$ cat src/rtl/ats_pkg.sv
// Package for the tilt-to-servo block: frame layout, job record, tan table.
// No dependencies; used by the front end, queue, back end, top level, checker and testbench.
`timescale 1ns / 1ps
package ats_pkg;

    localparam int FRAME_BYTES = 6;
    localparam int POS_W       = 3;
    localparam logic [POS_W-1:0] POS_LAST = POS_W'(FRAME_BYTES - 1);

    localparam int MAG_W   = 16;
    localparam int SERVO_W = 12;
    localparam int GAIN_W  = 4;
    localparam logic [SERVO_W-1:0] SERVO_MAX  = 12'd4095;
    localparam logic [SERVO_W-1:0] HOLD_RESET = 12'd2000;
    localparam logic [SERVO_W-1:0] CENTER_RST = 12'd2000;
    localparam logic [GAIN_W-1:0]  GAIN_RST   = 4'd3;

    // Configuration register indexes
    localparam int CFG_IDX_W = 1;
    localparam logic [CFG_IDX_W-1:0] CFG_CENTER = 1'd0;
    localparam logic [CFG_IDX_W-1:0] CFG_GAIN   = 1'd1;

    // tan(k deg) in unsigned Q16.16, k = 1..89, stored at k-1
    localparam int TAN_ENTRIES = 89;
    localparam int TAN_W  = 22;
    localparam int K_W    = 7;
    localparam int PROD_W = TAN_W + MAG_W;

    localparam logic [TAN_W-1:0] TAN_Q16 [0:TAN_ENTRIES-1] = '{
        22'd1144, 22'd2289, 22'd3435, 22'd4583, 22'd5734, 22'd6888, 22'd8047, 22'd9210,
        22'd10380, 22'd11556, 22'd12739, 22'd13930, 22'd15130, 22'd16340, 22'd17560,
        22'd18792, 22'd20036, 22'd21294, 22'd22566, 22'd23853, 22'd25157, 22'd26478,
        22'd27818, 22'd29179, 22'd30560, 22'd31964, 22'd33392, 22'd34846, 22'd36327,
        22'd37837, 22'd39378, 22'd40951, 22'd42560, 22'd44205, 22'd45889, 22'd47615,
        22'd49385, 22'd51202, 22'd53070, 22'd54991, 22'd56970, 22'd59009, 22'd61113,
        22'd63287, 22'd65536, 22'd67865, 22'd70279, 22'd72785, 22'd75391, 22'd78103,
        22'd80930, 22'd83882, 22'd86969, 22'd90203, 22'd93595, 22'd97161, 22'd100917,
        22'd104880, 22'd109070, 22'd113512, 22'd118230, 22'd123255, 22'd128622,
        22'd134369, 22'd140542, 22'd147196, 22'd154393, 22'd162207, 22'd170727,
        22'd180059, 22'd190330, 22'd201699, 22'd214359, 22'd228551, 22'd244584,
        22'd262851, 22'd283868, 22'd308323, 22'd337153, 22'd371673, 22'd413778,
        22'd466313, 22'd533748, 22'd623533, 22'd749080, 22'd937208, 22'd1250501,
        22'd1876705, 22'd3754555
    };

    // One assembled frame, handed from front to back
    typedef struct packed {
        logic             x_neg;
        logic             y_neg;
        logic             z_neg;
        logic [MAG_W-1:0] x_mag;
        logic [MAG_W-1:0] y_mag;
        logic [MAG_W-1:0] z_mag;
    } t_job;

    localparam int Q_DEPTH = 2;

endpackage

$ cat src/rtl/ats_byte_if.sv
// Byte channel into the tilt-to-servo block: valid/ready plus one sensor byte.
// No dependencies.
`timescale 1ns / 1ps
interface ats_byte_if;
    logic       valid;
    logic       ready;
    logic [7:0] rx_byte;

    modport source (output valid, output rx_byte, input ready);
    modport sink   (input valid, input rx_byte, output ready);
endinterface

$ cat src/rtl/ats_servo_if.sv
// Result channel of the tilt-to-servo block: valid/ready plus two setpoints.
// No dependencies.
`timescale 1ns / 1ps
interface ats_servo_if;
    logic        valid;
    logic        ready;
    logic [11:0] servo_one;
    logic [11:0] servo_two;
    logic        updated;

    modport source (output valid, output servo_one, output servo_two, output updated,
                    input ready);
    modport sink   (input valid, input servo_one, input servo_two, input updated,
                    output ready);
endinterface

$ cat src/rtl/ats_front.sv
// Front end: collects six sensor bytes, forms sign/magnitude per axis, pushes a job.
// Depends on ats_pkg.
`timescale 1ns / 1ps
module ats_front (
    input  logic                 i_clk,
    input  logic                 i_rst_n,
    input  logic                 i_valid,
    output logic                 o_ready,
    input  logic [7:0]           i_rx_byte,
    output logic                 o_job_valid,
    input  logic                 i_job_ready,
    output ats_pkg::t_job        o_job
);
    import ats_pkg::*;

    logic [POS_W-1:0] r_pos;
    logic [7:0]       r_bytes [0:FRAME_BYTES-2];
    logic             last;
    logic             accept;

    function automatic logic [MAG_W:0] axis_mag(input logic [7:0] lo, input logic [7:0] hi);
        logic [MAG_W-1:0] w;
        logic [MAG_W-1:0] a;
        begin
            w = {hi, lo};
            a = w[MAG_W-1] ? (MAG_W'(0) - w) : w;
            // times four, wrapping at 16 bits
            axis_mag = {w[MAG_W-1], a[MAG_W-3:0], 2'b00};
        end
    endfunction

    logic [MAG_W:0] xm, ym, zm;

    assign last        = (r_pos == POS_LAST);
    assign o_ready     = !last || i_job_ready;
    assign accept      = i_valid && o_ready;
    assign o_job_valid = i_valid && last;

    assign xm = axis_mag(r_bytes[0], r_bytes[1]);
    assign ym = axis_mag(r_bytes[2], r_bytes[3]);
    assign zm = axis_mag(r_bytes[4], i_rx_byte);

    always_comb begin
        o_job.x_neg = xm[MAG_W];
        o_job.y_neg = ym[MAG_W];
        o_job.z_neg = zm[MAG_W];
        o_job.x_mag = xm[MAG_W-1:0];
        o_job.y_mag = ym[MAG_W-1:0];
        o_job.z_mag = zm[MAG_W-1:0];
    end

    always_ff @(posedge i_clk) begin
        if (!i_rst_n) begin
            r_pos <= '0;
        end else if (accept) begin
            r_pos <= last ? '0 : r_pos + 1'b1;
        end
    end

    always_ff @(posedge i_clk) begin
        if (accept && !last) begin
            r_bytes[r_pos] <= i_rx_byte;
        end
    end

endmodule

$ cat src/rtl/ats_queue.sv
// Two-entry job queue between the byte front end and the angle back end.
// Depends on ats_pkg.
`timescale 1ns / 1ps
module ats_queue (
    input  logic          i_clk,
    input  logic          i_rst_n,
    input  logic          i_push_valid,
    output logic          o_push_ready,
    input  ats_pkg::t_job i_push_job,
    output logic          o_pop_valid,
    input  logic          i_pop_ready,
    output ats_pkg::t_job o_pop_job
);
    import ats_pkg::*;

    localparam int QA = (Q_DEPTH > 1) ? $clog2(Q_DEPTH) : 1;
    localparam int QC = $clog2(Q_DEPTH + 1);

    t_job            r_mem [0:Q_DEPTH-1];
    logic [QA-1:0]   r_wr;
    logic [QA-1:0]   r_rd;
    logic [QC-1:0]   r_cnt;
    logic            push;
    logic            pop;

    assign o_push_ready = (r_cnt != QC'(Q_DEPTH));
    assign o_pop_valid  = (r_cnt != '0);
    assign o_pop_job    = r_mem[r_rd];
    assign push         = i_push_valid && o_push_ready;
    assign pop          = o_pop_valid && i_pop_ready;

    always_ff @(posedge i_clk) begin
        if (!i_rst_n) begin
            r_wr  <= '0;
            r_rd  <= '0;
            r_cnt <= '0;
        end else begin
            if (push) begin
                r_wr <= (r_wr == QA'(Q_DEPTH - 1)) ? '0 : r_wr + 1'b1;
            end
            if (pop) begin
                r_rd <= (r_rd == QA'(Q_DEPTH - 1)) ? '0 : r_rd + 1'b1;
            end
            r_cnt <= r_cnt + QC'(push) - QC'(pop);
        end
    end

    always_ff @(posedge i_clk) begin
        if (push) begin
            r_mem[r_wr] <= i_push_job;
        end
    end

endmodule

$ cat src/rtl/ats_back.sv
// Back end: binary search of the tan table for both tilt angles, then setpoint
// scaling, saturation and the output register; a negative z resends the held setpoints. Depends on ats_pkg.
`timescale 1ns / 1ps
module ats_back #(
    parameter int ANGLE_STEPS = 90
) (
    input  logic                          i_clk,
    input  logic                          i_rst_n,
    input  logic                          i_job_valid,
    output logic                          o_job_ready,
    input  ats_pkg::t_job                 i_job,
    input  logic [ats_pkg::SERVO_W-1:0]   i_center,
    input  logic [ats_pkg::GAIN_W-1:0]    i_gain,
    output logic                          o_valid,
    input  logic                          i_ready,
    output logic [ats_pkg::SERVO_W-1:0]   o_servo_one,
    output logic [ats_pkg::SERVO_W-1:0]   o_servo_two,
    output logic                          o_updated
);
    import ats_pkg::*;

    localparam int AW = $clog2(ANGLE_STEPS + 1);
    // highest angle the search can return
    localparam int BOUND = (ANGLE_STEPS - 1 < TAN_ENTRIES) ? ANGLE_STEPS - 1 : TAN_ENTRIES;
    localparam int SW = SERVO_W + GAIN_W + AW + 1;

    typedef enum logic [2:0] {S_IDLE, S_MUL, S_CMP, S_SCALE, S_OUT} t_state;

    t_state              r_state;
    t_job                r_job;
    logic [K_W-1:0]      r_lo_x, r_hi_x, r_lo_y, r_hi_y;
    logic [K_W-1:0]      r_mid_x, r_mid_y;
    logic [PROD_W-1:0]   r_prod_x, r_prod_y;
    logic [AW-1:0]       r_ang_x, r_ang_y;
    logic [SERVO_W-1:0]  r_hold_one, r_hold_two;

    logic [K_W-1:0]      mid_x, mid_y, idx_x, idx_y;
    logic                ge_x, ge_y;
    logic [K_W-1:0]      n_lo_x, n_hi_x, n_lo_y, n_hi_y;
    logic [SW-1:0]       sum_one, sum_two;
    logic [SERVO_W-1:0]  sat_one, sat_two;

    function automatic logic [SERVO_W-1:0] clamp(input logic [SW-1:0] v);
        begin
            if (v[SW-1]) begin
                clamp = '0;
            end else if (v > SW'(SERVO_MAX)) begin
                clamp = SERVO_MAX;
            end else begin
                clamp = v[SERVO_W-1:0];
            end
        end
    endfunction

    assign mid_x = K_W'((K_W+1)'(r_lo_x) + (K_W+1)'(r_hi_x) + 1'b1 >> 1);
    assign mid_y = K_W'((K_W+1)'(r_lo_y) + (K_W+1)'(r_hi_y) + 1'b1 >> 1);
    assign idx_x = (mid_x == '0) ? '0 : mid_x - 1'b1;
    assign idx_y = (mid_y == '0) ? '0 : mid_y - 1'b1;

    assign ge_x = ((PROD_W'(r_job.x_mag) << 16) >= r_prod_x);
    assign ge_y = ((PROD_W'(r_job.y_mag) << 16) >= r_prod_y);

    always_comb begin
        n_lo_x = r_lo_x;
        n_hi_x = r_hi_x;
        n_lo_y = r_lo_y;
        n_hi_y = r_hi_y;
        if (r_lo_x < r_hi_x) begin
            if (ge_x) n_lo_x = r_mid_x;
            else      n_hi_x = r_mid_x - 1'b1;
        end
        if (r_lo_y < r_hi_y) begin
            if (ge_y) n_lo_y = r_mid_y;
            else      n_hi_y = r_mid_y - 1'b1;
        end
    end

    // x tilt moves servo one the other way from y tilt on servo two
    assign sum_one = r_job.x_neg ? SW'(i_center) + SW'(i_gain) * SW'(r_ang_x)
                                 : SW'(i_center) - SW'(i_gain) * SW'(r_ang_x);
    assign sum_two = r_job.y_neg ? SW'(i_center) - SW'(i_gain) * SW'(r_ang_y)
                                 : SW'(i_center) + SW'(i_gain) * SW'(r_ang_y);
    assign sat_one = clamp(sum_one);
    assign sat_two = clamp(sum_two);

    assign o_job_ready = (r_state == S_IDLE);

    always_ff @(posedge i_clk) begin
        if (!i_rst_n) begin
            r_state    <= S_IDLE;
            o_valid    <= 1'b0;
            r_hold_one <= HOLD_RESET;
            r_hold_two <= HOLD_RESET;
        end else begin
            case (r_state)
                S_IDLE: begin
                    if (i_job_valid) begin
                        if (i_job.z_neg) begin
                            o_servo_one <= r_hold_one;
                            o_servo_two <= r_hold_two;
                            o_updated   <= 1'b0;
                            o_valid     <= 1'b1;
                            r_state     <= S_OUT;
                        end else if (i_job.z_mag == '0) begin
                            r_ang_x <= (i_job.x_mag == '0) ? '0 : AW'(ANGLE_STEPS);
                            r_ang_y <= (i_job.y_mag == '0) ? '0 : AW'(ANGLE_STEPS);
                            r_state <= S_SCALE;
                        end else begin
                            r_state <= S_MUL;
                        end
                    end
                end
                S_MUL: begin
                    r_state <= S_CMP;
                end
                S_CMP: begin
                    if (n_lo_x == n_hi_x && n_lo_y == n_hi_y) begin
                        r_ang_x <= AW'(n_lo_x);
                        r_ang_y <= AW'(n_lo_y);
                        r_state <= S_SCALE;
                    end else begin
                        r_state <= S_MUL;
                    end
                end
                S_SCALE: begin
                    r_hold_one  <= sat_one;
                    r_hold_two  <= sat_two;
                    o_servo_one <= sat_one;
                    o_servo_two <= sat_two;
                    o_updated   <= 1'b1;
                    o_valid     <= 1'b1;
                    r_state     <= S_OUT;
                end
                S_OUT: begin
                    if (i_ready) begin
                        o_valid <= 1'b0;
                        r_state <= S_IDLE;
                    end
                end
                default: begin
                    o_valid <= 1'b0;
                    r_state <= S_IDLE;
                end
            endcase
        end
    end

    // Search datapath: bounds, midpoint and the registered table product
    always_ff @(posedge i_clk) begin
        if (r_state == S_IDLE && i_job_valid) begin
            r_job  <= i_job;
            r_lo_x <= '0;
            r_lo_y <= '0;
            r_hi_x <= K_W'(BOUND);
            r_hi_y <= K_W'(BOUND);
        end
        if (r_state == S_MUL) begin
            r_mid_x  <= mid_x;
            r_mid_y  <= mid_y;
            r_prod_x <= PROD_W'(TAN_Q16[idx_x]) * PROD_W'(r_job.z_mag);
            r_prod_y <= PROD_W'(TAN_Q16[idx_y]) * PROD_W'(r_job.z_mag);
        end
        if (r_state == S_CMP) begin
            r_lo_x <= n_lo_x;
            r_hi_x <= n_hi_x;
            r_lo_y <= n_lo_y;
            r_hi_y <= n_hi_y;
        end
    end

endmodule

$ cat src/rtl/accel_tilt_to_servo_core.sv
// Top level of the accelerometer tilt to servo setpoint block.
// Depends on ats_pkg, ats_byte_if, ats_servo_if, ats_front, ats_queue, ats_back.
//
//   channel   | dir | payload                          | accepted when
//   ----------+-----+----------------------------------+----------------------
//   i_byte    | in  | rx_byte[7:0]                     | valid && ready
//   o_servo   | out | servo_one[11:0] servo_two[11:0]  | valid && ready
//             |     | updated                          |
//   i_cfg_*   | in  | idx 0 center[11:0], idx 1 gain   | i_cfg_we
//
// Bytes are taken one per cycle; a frame's sixth byte waits only while the
// two-entry job queue is full. Each frame gives one item. The back end runs a
// binary search over the tan table for both axes at once, each step a table
// product, then a compare, up to 7 steps for 90 angle steps. A zero z skips the
// search and a negative z resends the held setpoints. A stalled output holds
// the back end; the queue keeps the front end going.
// Reset (synchronous, active low) clears the byte count, queue, back-end state
// and loads the setpoint holds and registers with their defaults.
`timescale 1ns / 1ps
module accel_tilt_to_servo_core #(
    parameter int ANGLE_STEPS = 90
) (
    input  logic                            i_clk,
    input  logic                            i_rst_n,
    ats_byte_if.sink                        i_byte,
    ats_servo_if.source                     o_servo,
    input  logic                            i_cfg_we,
    input  logic [ats_pkg::CFG_IDX_W-1:0]   i_cfg_idx,
    input  logic [ats_pkg::SERVO_W-1:0]     i_cfg_data
);
    import ats_pkg::*;

    logic [SERVO_W-1:0] r_center;
    logic [GAIN_W-1:0]  r_gain;

    logic  f_job_valid, f_job_ready;
    t_job  f_job;
    logic  b_job_valid, b_job_ready;
    t_job  b_job;

    always_ff @(posedge i_clk) begin
        if (!i_rst_n) begin
            r_center <= CENTER_RST;
            r_gain   <= GAIN_RST;
        end else if (i_cfg_we) begin
            case (i_cfg_idx)
                CFG_CENTER: r_center <= i_cfg_data;
                CFG_GAIN:   r_gain   <= i_cfg_data[GAIN_W-1:0];
                default: ;
            endcase
        end
    end

    ats_front u_front (
        .i_clk       (i_clk),
        .i_rst_n     (i_rst_n),
        .i_valid     (i_byte.valid),
        .o_ready     (i_byte.ready),
        .i_rx_byte   (i_byte.rx_byte),
        .o_job_valid (f_job_valid),
        .i_job_ready (f_job_ready),
        .o_job       (f_job)
    );

    ats_queue u_queue (
        .i_clk        (i_clk),
        .i_rst_n      (i_rst_n),
        .i_push_valid (f_job_valid),
        .o_push_ready (f_job_ready),
        .i_push_job   (f_job),
        .o_pop_valid  (b_job_valid),
        .i_pop_ready  (b_job_ready),
        .o_pop_job    (b_job)
    );

    ats_back #(
        .ANGLE_STEPS (ANGLE_STEPS)
    ) u_back (
        .i_clk       (i_clk),
        .i_rst_n     (i_rst_n),
        .i_job_valid (b_job_valid),
        .o_job_ready (b_job_ready),
        .i_job       (b_job),
        .i_center    (r_center),
        .i_gain      (r_gain),
        .o_valid     (o_servo.valid),
        .i_ready     (o_servo.ready),
        .o_servo_one (o_servo.servo_one),
        .o_servo_two (o_servo.servo_two),
        .o_updated   (o_servo.updated)
    );

endmodule

$ cat src/flat_wrapper.sv
// flat-port wrapper written by rule: the top's interface ports become plain ports
module accel_tilt_to_servo_core_flat import ats_pkg::*;
#(
    parameter int ANGLE_STEPS = 90
)
  (i_clk, i_rst_n, i_cfg_we, i_cfg_idx, i_cfg_data, i_byte_valid, i_byte_rx_byte, i_byte_ready, o_servo_valid, o_servo_servo_one, o_servo_servo_two, o_servo_updated, o_servo_ready);
  ats_byte_if i_byte_i ();
  ats_servo_if o_servo_i ();
  input  logic i_clk;
  input  logic i_rst_n;
  input  logic i_cfg_we;
  input  logic [ats_pkg::CFG_IDX_W-1:0] i_cfg_idx;
  input  logic [ats_pkg::SERVO_W-1:0] i_cfg_data;
  input wire logic [$bits(i_byte_i.valid)-1:0] i_byte_valid;
  input wire logic [$bits(i_byte_i.rx_byte)-1:0] i_byte_rx_byte;
  output wire logic [$bits(i_byte_i.ready)-1:0] i_byte_ready;
  output wire logic [$bits(o_servo_i.valid)-1:0] o_servo_valid;
  output wire logic [$bits(o_servo_i.servo_one)-1:0] o_servo_servo_one;
  output wire logic [$bits(o_servo_i.servo_two)-1:0] o_servo_servo_two;
  output wire logic [$bits(o_servo_i.updated)-1:0] o_servo_updated;
  input wire logic [$bits(o_servo_i.ready)-1:0] o_servo_ready;
  assign i_byte_i.valid = i_byte_valid;
  assign i_byte_i.rx_byte = i_byte_rx_byte;
  assign i_byte_ready = i_byte_i.ready;
  assign o_servo_valid = o_servo_i.valid;
  assign o_servo_servo_one = o_servo_i.servo_one;
  assign o_servo_servo_two = o_servo_i.servo_two;
  assign o_servo_updated = o_servo_i.updated;
  assign o_servo_i.ready = o_servo_ready;
  accel_tilt_to_servo_core #(.ANGLE_STEPS(ANGLE_STEPS)) u_core (.i_clk(i_clk), .i_rst_n(i_rst_n), .i_byte(i_byte_i), .o_servo(o_servo_i), .i_cfg_we(i_cfg_we), .i_cfg_idx(i_cfg_idx), .i_cfg_data(i_cfg_data));
endmodule
$ cat config.mk
export PLATFORM = sky130hd
export DESIGN_NAME = accel_tilt_to_servo_core_flat
export DESIGN_NICKNAME = d
export VERILOG_FILES = /design/src/rtl/ats_pkg.sv /design/src/rtl/ats_byte_if.sv /design/src/rtl/ats_servo_if.sv /design/src/rtl/ats_front.sv /design/src/rtl/ats_queue.sv /design/src/rtl/ats_back.sv /design/src/rtl/accel_tilt_to_servo_core.sv /design/src/flat_wrapper.sv
export SDC_FILE = /design/constraint.sdc
export NUM_CORES = 2
export LEC_CHECK = 0
export CAP_MARGIN = 5
export CORE_MARGIN = 2
export CORE_UTILIZATION = 65
export CTS_CLUSTER_SIZE = 8
export DETAILED_ROUTE_END_ITERATION = 16
export DONT_BUFFER_PORTS = 1
export HOLD_SLACK_MARGIN = 0.08
export PLACE_DENSITY = 0.81
export SETUP_SLACK_MARGIN = 0.3
export SLEW_MARGIN = 20
export SYNTH_ARGS = -nofsm -noshare
export SYNTH_HDL_FRONTEND = slang
export SYNTH_SLANG_ARGS = --single-unit
$ cat constraint.sdc
create_clock -name i_clk -period 21.1 [get_ports i_clk]
set_input_delay 6.33 -clock i_clk [delete_from_list [all_inputs] [get_ports i_clk]]
set_output_delay 6.33 -clock i_clk [all_outputs]
set_load 0.05 [all_outputs]
# Yosys cells after proc, flatten, opt, wreduce, memory -nomap -nowiden
# Memories as Yosys holds them, arrays and structs flattened. A register that Yosys moved wholly into a read port is not among the register bits.
# Cells that the tools add are included.
dict set report classes {
  n_addsub 20
  bitwise_logic 4
  n_mul 4
  n_mux 69
  reduce_logical 25
  magnitude_cmp 8
  eq_ne 14
}
# op n
set op_table {}
lappend op_table {{2-to-1 mux 7 bit} 26}
lappend op_table {{2-to-1 mux 12 bit} 8}
lappend op_table {{2-to-1 mux 22 bit} 4}
lappend op_table {{>= comparator 32 x 38 -> 1 bit} 2}
lappend op_table {{multiplier 22 x 16 -> 38 bit} 2}
lappend op_table {{greater-than comparator 24 x 12 -> 1 bit, second input constant} 2}
lappend op_table {{zero test 16 bit} 3}
lappend op_table {{2-to-1 mux 24 bit} 2}
lappend op_table {{one-hot mux 12 bit (2 select lines)} 2}
lappend op_table {{2-to-1 mux 14 bit} 3}
lappend op_table {{subtractor 1 x 14 -> 14 bit, first input constant} 3}
lappend op_table {{one-hot mux 7 bit (2 select lines)} 2}
lappend op_table {{subtractor 7 x 1 -> 7 bit, second input constant} 4}
lappend op_table {{adder 12 x 11 -> 13 bit} 2}
lappend op_table {{subtractor 12 x 11 -> 13 bit} 2}
lappend op_table {{multiplier 4 x 7 -> 11 bit} 2}
lappend op_table {{adder 7 x 7 -> 8 bit} 2}
lappend op_table {{adder 8 x 1 -> 8 bit, second input constant} 2}
lappend op_table {{>= comparator 8 bit, second input constant} 2}
lappend op_table {{NOT 7 -> 8 bit} 2}
lappend op_table {{one-hot mux 3 bit (5 select lines)} 1}
lappend op_table {{equality test 7 bit} 2}
lappend op_table {{zero test 7 bit} 2}
lappend op_table {{< comparator 7 bit} 2}
lappend op_table {{other kinds (23)} 60}
dict set report totals {
  output_inout_bits 27
  n_memories 4
  romBits 5632
  ramBits 130
  word_cells 176
  inputBits 26
  ff_bits 258
}
# memory depth width rd rd_ports_with_merged_regs wr line_no
set mem_list {}
lappend mem_list {{(no name shown)} 128 22 1 0 0 ats_back.sv:161} ;# r_prod_y <= PROD_W'(TAN_Q16[idx_y]) * PROD_W'(r_job.z_mag);
lappend mem_list {{(no name shown)} 128 22 1 0 0 ats_back.sv:160} ;# r_prod_x <= PROD_W'(TAN_Q16[idx_x]) * PROD_W'(r_job.z_mag);
lappend mem_list {u_core.u_queue.r_mem 2 45 1 1 1 ats_queue.sv:19} ;# t_job r_mem [0:Q_DEPTH-1];
lappend mem_list {u_core.u_front.r_bytes 5 8 5 0 1 ats_front.sv:17} ;# logic [7:0] r_bytes [0:FRAME_BYTES-2];

# Longest topological paths before layout
dict set report depth {
  depth_word 9
  depth_mapped 44
}

# By module
# A second synthesis with hierarchy kept.
dict set report hier_totals {
  cells_unflattened 5354
  hier_area_um2 49846.6
}
# mod instances cells_per_inst area_per_inst_um2
set by_module_without_submodules {}
lappend by_module_without_submodules {ats_back 1 4916 43033.8}
lappend by_module_without_submodules {ats_queue 1 188 3961.3}
lappend by_module_without_submodules {ats_front 1 181 2190.9}
lappend by_module_without_submodules {accel_tilt_to_servo_core 1 69 660.6}

# Worst setup path before layout
# OpenSTA, ideal clock, no wires.
dict set report synth_path {
  path_kind {reg-to-reg}
  startpoint {reg u_core.u_back.r_lo_y[0]}
  endpoint {reg u_core.u_back.r_prod_y[37] (data pin)}
  n_path_buf 5
  arrival_time_ps 9750
  stages_incl_launch_ff 41
  setup_ps 258
  synth_period_minus_slack_ps 10007
  required_ps 20842
  path_slack_ps 11093
  cell_sequence {edfxtp_1 > or2_2 > fa_1 > clkbuf_1 > clkinv_1 > ha_1 > clkbuf_1 > and4_1 > buf_2 > nand2_1 > nand2b_1 > inv_1 > ha_1 > clkbuf_1 > nor2_1 > or3_1 > o32a_1 > o22ai_1 > [... 5 more ...] > fa_1 > fa_1 > fa_1 > fa_1 > inv_1 > fa_1 > inv_1 > ha_1 > and3_1 > and3_1 > a22oi_1 > a21oi_1 > a211o_1 > a21o_1 > a21oi_1 > o21bai_1 > a31o_2 > xnor2_1}
}
dict set report synth_between {
  elab_chain_len 9
}
# item line_no
set synth_rtl {}
lappend synth_rtl {{start, declared} ats_back.sv:31} ;# logic [K_W-1:0] r_lo_x, r_hi_x, r_lo_y, r_hi_y;
lappend synth_rtl {{start signal, assigned} ats_back.sv:166} ;# r_lo_y <= n_lo_y;
lappend synth_rtl {{adder 7 x 7 -> 8 bit *} ats_back.sv:56} ;# assign mid_y = K_W'((K_W+1)'(r_lo_y) + (K_W+1)'(r_hi_y) + 1'b1 >> 1);
lappend synth_rtl {{adder 8 x 1 -> 8 bit *} ats_back.sv:56}
lappend synth_rtl {{named net u_core.u_back.mid_y[0]} ats_back.sv:37} ;# logic [K_W-1:0] mid_x, mid_y, idx_x, idx_y;
lappend synth_rtl {{subtractor 7 x 1 -> 7 bit or zero test 7 bit (tied branches)} ats_back.sv:58} ;# assign idx_y = (mid_y == '0) ? '0 : mid_y - 1'b1;
lappend synth_rtl {{2-to-1 mux 7 bit *} ats_back.sv:58}
lappend synth_rtl {{NOT 7 -> 8 bit (implied by the code) *} ats_back.sv:161}
lappend synth_rtl {{memory (128 x 22 bit) *} -}
lappend synth_rtl {{2-to-1 mux 22 bit (implied by the code) * (2 in series)} ats_back.sv:161}
lappend synth_rtl {{multiplier 22 x 16 -> 38 bit *} ats_back.sv:161}
lappend synth_rtl {{end signal, assigned} ats_back.sv:161}
lappend synth_rtl {{end, declared} ats_back.sv:33} ;# logic [PROD_W-1:0] r_prod_x, r_prod_y;
# The timed path passes the listed nets; every way through them passes the cells marked *. The select of a mux whose other input is x is not followed.
# A chain may end at the register's enable or synchronous reset.

# Worst setup path in the final report
dict set report layout_path {
  startpoint {reg u_core.u_back.r_lo_x[0]}
  endpoint {reg u_core.u_back.r_prod_x[36] (data pin)}
}
dict set report layout_between {
  elab_chain_len 9
}
# item line_no
set layout_rtl {}
lappend layout_rtl {{start, declared} ats_back.sv:31}
lappend layout_rtl {{start signal, assigned} ats_back.sv:164} ;# r_lo_x <= n_lo_x;
lappend layout_rtl {{adder 7 x 7 -> 8 bit *} ats_back.sv:55} ;# assign mid_x = K_W'((K_W+1)'(r_lo_x) + (K_W+1)'(r_hi_x) + 1'b1 >> 1);
lappend layout_rtl {{adder 8 x 1 -> 8 bit *} ats_back.sv:55}
lappend layout_rtl {{subtractor 7 x 1 -> 7 bit or zero test 7 bit (tied branches)} ats_back.sv:57} ;# assign idx_x = (mid_x == '0) ? '0 : mid_x - 1'b1;
lappend layout_rtl {{2-to-1 mux 7 bit *} ats_back.sv:57}
lappend layout_rtl {{NOT 7 -> 8 bit (implied by the code) *} ats_back.sv:160}
lappend layout_rtl {{memory (128 x 22 bit) *} -}
lappend layout_rtl {{2-to-1 mux 22 bit (implied by the code) * (2 in series)} ats_back.sv:160}
lappend layout_rtl {{multiplier 22 x 16 -> 38 bit *} ats_back.sv:160}
lappend layout_rtl {{end signal, assigned} ats_back.sv:160}
lappend layout_rtl {{end, declared} ats_back.sv:33}
# Every way passes the cells marked *; elsewhere a longest branch is shown, timed or not. The select of a mux whose other input is x is not followed.

==> metrics.csv <==
stage,metric,value,unit
timing,final setup TNS,0,ns
finish,most frequent cells in the layout,"inv_1 (745), nand2_1 (534), fa_1 (504)",
timing,final count of hold timing violations,0,
timing,FMAX,80.64,MHz
worst_setup_path,Setup CP Type,flip-flop to flip-flop,
clock_network,H-tree depth,2,
logic_synthesis,share of the synthesized area in the top cell type,21.46,%
routing,DR pass1 iterations,9,
worst_setup_path,Worst Path Arrival,12.79,ns
worst_hold_path,HP Start,u_core.u_front.r_bytes[2][0],
worst_setup_path,reg2reg path depth,35,
finish,synthesis-to-finish area growth,4.938,%
grt,met3 usage,7.187,%
logic_synthesis,synthesized area,0.04702,sq mm
routing,Avg WL per Cell,22.61,microns
clock_network,clock sink count,377,
routing,DRT antenna net count,0,
grt,number of global-route vias before repair,39120,
timing,final setup fails,0,
flow_run,Max-Cap Viols,0,
routing,detailed-route via count,38160,
timing,RSZ-0062 raised after global routing,false,
grt,grt met1 use,47.99,%
floorplan,core area,0.07161,sq mm
finish,"commonest non-fill, non-tap cell in the layout",inv_1,
logic_synthesis,Yosys reg bits,377,
routing,DRC violation total after the first TritonRoute iteration,3719,
grt,first-pass GRT wire length,214200,microns
placed_design,# port buffers,0,
worst_hold_path,worst hold path class,flip-flop to flip-flop,
routing,Vias/cell,6.450,
worst_setup_path,CP Launch Type,flip-flop,
clock_network,post-CTS sizing,0,
clock_network,CTS root buf,clkbuf_16,
logic_synthesis,count of different cell masters after synthesis,114,
timing,Least-Margin Pin Slew,1.143,ns
logic_synthesis,sequential share of the synthesized area,22.97,%
routing,detailed-route DRC error count,0,
finish,Final Net Count,5895,
worst_setup_path,R2R Path End,u_core.u_back.r_prod_x[36],
logic_synthesis,async set-reset flop share out of synthesis,0,%
clock_network,clk buf depth,3,
worst_hold_path,hold path depth,0,
logic_synthesis,Synth area leaders,"fa_1 (21%), edfxtp_1 (21%), ha_1 (12%), inv_1 (6.0%), nand2_1 (4.3%)",
clock_network,clock-pin slew on the worst setup and hold paths,0.06,ns
clock_network,Num CTS Buffers,53,
logic_synthesis,yosys warns,0,
logic_synthesis,Mapped Cells,5060,
worst_setup_path,CP endpoint kind,flip-flop,
grt,routing usage on met2,57.93,%
clock_network,CTS tree,yes,
clock_network,postcts setup bufs,0,
worst_setup_path,slowest cell on the critical path,fa_1,
floorplan,placement row count,98,
routing,Post-Route WL,133800,microns
floorplan,DIE HEIGHT,273.0,microns
timing,shortest period the worst path allows,12.40,ns
timing,Final Max Tran Viols,0,
grt,GR Overflow Total,0,
placed_design,post-DP HPWL,97700,microns
placed_design,Final GP Congestion,1.041,
worst_hold_path,Min-Delay Endpoint,u_core.u_queue.r_mem[0][14],
logic_synthesis,cell accounting for the most synthesized area,fa_1,
grt,Tot GR Track Use,36.48,%
grt,"Most Used Layer, Global Route",met2,
logic_synthesis,Syn Area/Cell,9.293,sq um
finish,ratio of cells with drive above 1 in the final layout,6.425,%
worst_setup_path,CP most frequent cell,fa_1,
logic_synthesis,"EDFF count, synth",325,
worst_setup_path,CP required,21.48,ns
grt,largest net degree at the start of global routing,63,
timing,crit share post-route,58.77,%
status,status,completed,
logic_synthesis,syn_nets,6025,
logic_synthesis,top_reg_cell synth,edfxtp_1,
worst_setup_path,worst reg2reg path startpoint,u_core.u_back.r_lo_x[0],
worst_setup_path,CP peak stage delay,0.96,ns
timing,Max-slew headroom,23.54,%
grt,antenna violations before repair,2,
worst_setup_path,flop2flop setup slack,8.70,ns
timing,skew final,0.05948,ns
floorplan,I/O pin cnt,53,
floorplan,die area,0.07451,sq mm
clock_network,CTS Hold Bufs,0,
floorplan,Die Width,273.0,microns
floorplan,Starting Density,65.67,%
worst_setup_path,"critical path fanouts, max",30,
clock_network,"Clk Latency, worst-skew pair",0.64,ns
==> Yosys cell counts, types with 22 or more instances <==
cell type / instances
inv_1: 746
nand2_1: 534
fa_1: 504
ha_1: 435
edfxtp_1: 325
and2_1: 264
a21oi_1: 234
nor2_1: 212
clkbuf_1: 171
o21ai_0: 161
xnor2_1: 134
nand3_1: 108
buf_2: 70
nor3_1: 65
a21o_1: 63
nor2b_1: 56
dfxtp_1: 52
mux2_2: 52
a211oi_1: 50
nand2b_1: 47
o211ai_1: 41
xor2_1: 41
and3_1: 40
o31ai_1: 38
mux2i_1: 31
a31oi_1: 30
nor4_1: 29
o21bai_1: 28
o22ai_1: 27
o32a_1: 22
or2_2: 22
==> metal layers <==
layer	wire length [microns]	part of all wire (%)
met2	61520	46
met4	7195	5.4
met1	52300	39
met3	12730	9.5
met5	14	0.010
==> cell type report <==
| type | count | area, sq um |
|---|---|---|
| antenna | 1 | 2.502 |
| clock buffer | 86 | 1470 |
| clock inverter | 4 | 63.81 |
| fill | 5500 | 22260 |
| inverter | 760 | 2855 |
| multi-input combinational | 3647 | 32280 |
| sequential | 377 | 10800 |
| tap | 950 | 1189 |
| timing repair buffer | 91 | 683.2 |
==> worst max path at each step <==
stage / start / to / slack, ns / depth (start not counted)
6_report: u_core.u_back.r_lo_x[0] / u_core.u_back.r_prod_x[36] / 8.70 / 35
5_1_grt: u_core.u_back.r_lo_x[0] / u_core.u_back.r_prod_x[36] / 8.24 / 35
4_1_cts: u_core.u_back.r_lo_x[0] / u_core.u_back.r_prod_x[36] / 9.09 / 35
3_5_place_dp: u_core.u_back.r_lo_x[0] / u_core.u_back.r_prod_x[36] / 9.02 / 35
3_3_place_gp: u_core.u_back.r_lo_y[0] / u_core.u_back.r_prod_y[36] / 9.29 / 36
2_1_floorplan: u_core.u_back.r_lo_y[0] / u_core.u_back.r_prod_y[37] / 11.09 / 40
==> sequential cells by signal, indices dropped and copies added (netlist names), 4 cells and up, named ones only <==
register / flops
u_core.u_back.r_lo_y: 7
u_core.u_back.o_servo_one: 12
u_core.u_back.r_mid_y: 7
u_core.u_back.o_servo_two: 12
u_core.u_back.r_lo_x: 7
u_core.u_back.r_hold_two: 12
u_core.r_center: 12
u_core.u_back.r_hold_one: 12
u_core.u_front.r_bytes: 38
u_core.r_gain: 4
u_core.u_back.r_ang_x: 7
u_core.u_back.r_job: 44
u_core.u_back.r_ang_y: 7
u_core.u_back.r_prod_y: 36
u_core.u_back.r_mid_x: 7
u_core.u_back.r_hi_x: 7
u_core.u_back.r_hi_y: 7
u_core.u_back.r_prod_x: 36
u_core.u_queue.r_mem: 90
==> metrics by stage <==
stage	instance area [sq um]	setup slack, ns	hold WS [ns]	util [%]	cells
detailed placement	47780	9.019	0.4895	66.73	5825
global placement	47780	9.287	0.4897	66.72	5825
global route	49340	8.237	0.5377	68.91	5915
finish	49350	8.699	0.5080	68.91	5916
floorplan	47020	11.09	0.4683	-	5060
CTS	49320	9.091	0.5068	68.87	5915
==> critical path: cells and delay by family (launching register included) <==
family                   cells  cell delay (ns)
XOR/XNOR                     1             0.10
AO/OA/AOI/OAI               11             3.51
adder cells (fa/ha/maj)      8             4.26
flip-flops                   1             0.43
buffers and inverters        8             1.73
multiplexers                 1             0.49
AND/OR/NAND/NOR              6             1.63
==> logic make-up after synthesis <==
family                   after synthesis  share of synthesized area (%)
AO/OA/AOI/OAI                        964                          14.28
XOR/XNOR                             185                          3.706
multiplexers                          84                          1.953
adder cells (fa/ha/maj)              940                          33.05
buffers and inverters               1036                          8.597
AND/OR/NAND/NOR                     1474                          15.45
flip-flops                           377                          22.97
Power is left out: the tool's default activity adds up to more than one toggle a clock period on the data nets, which glitch-free logic cannot reach.
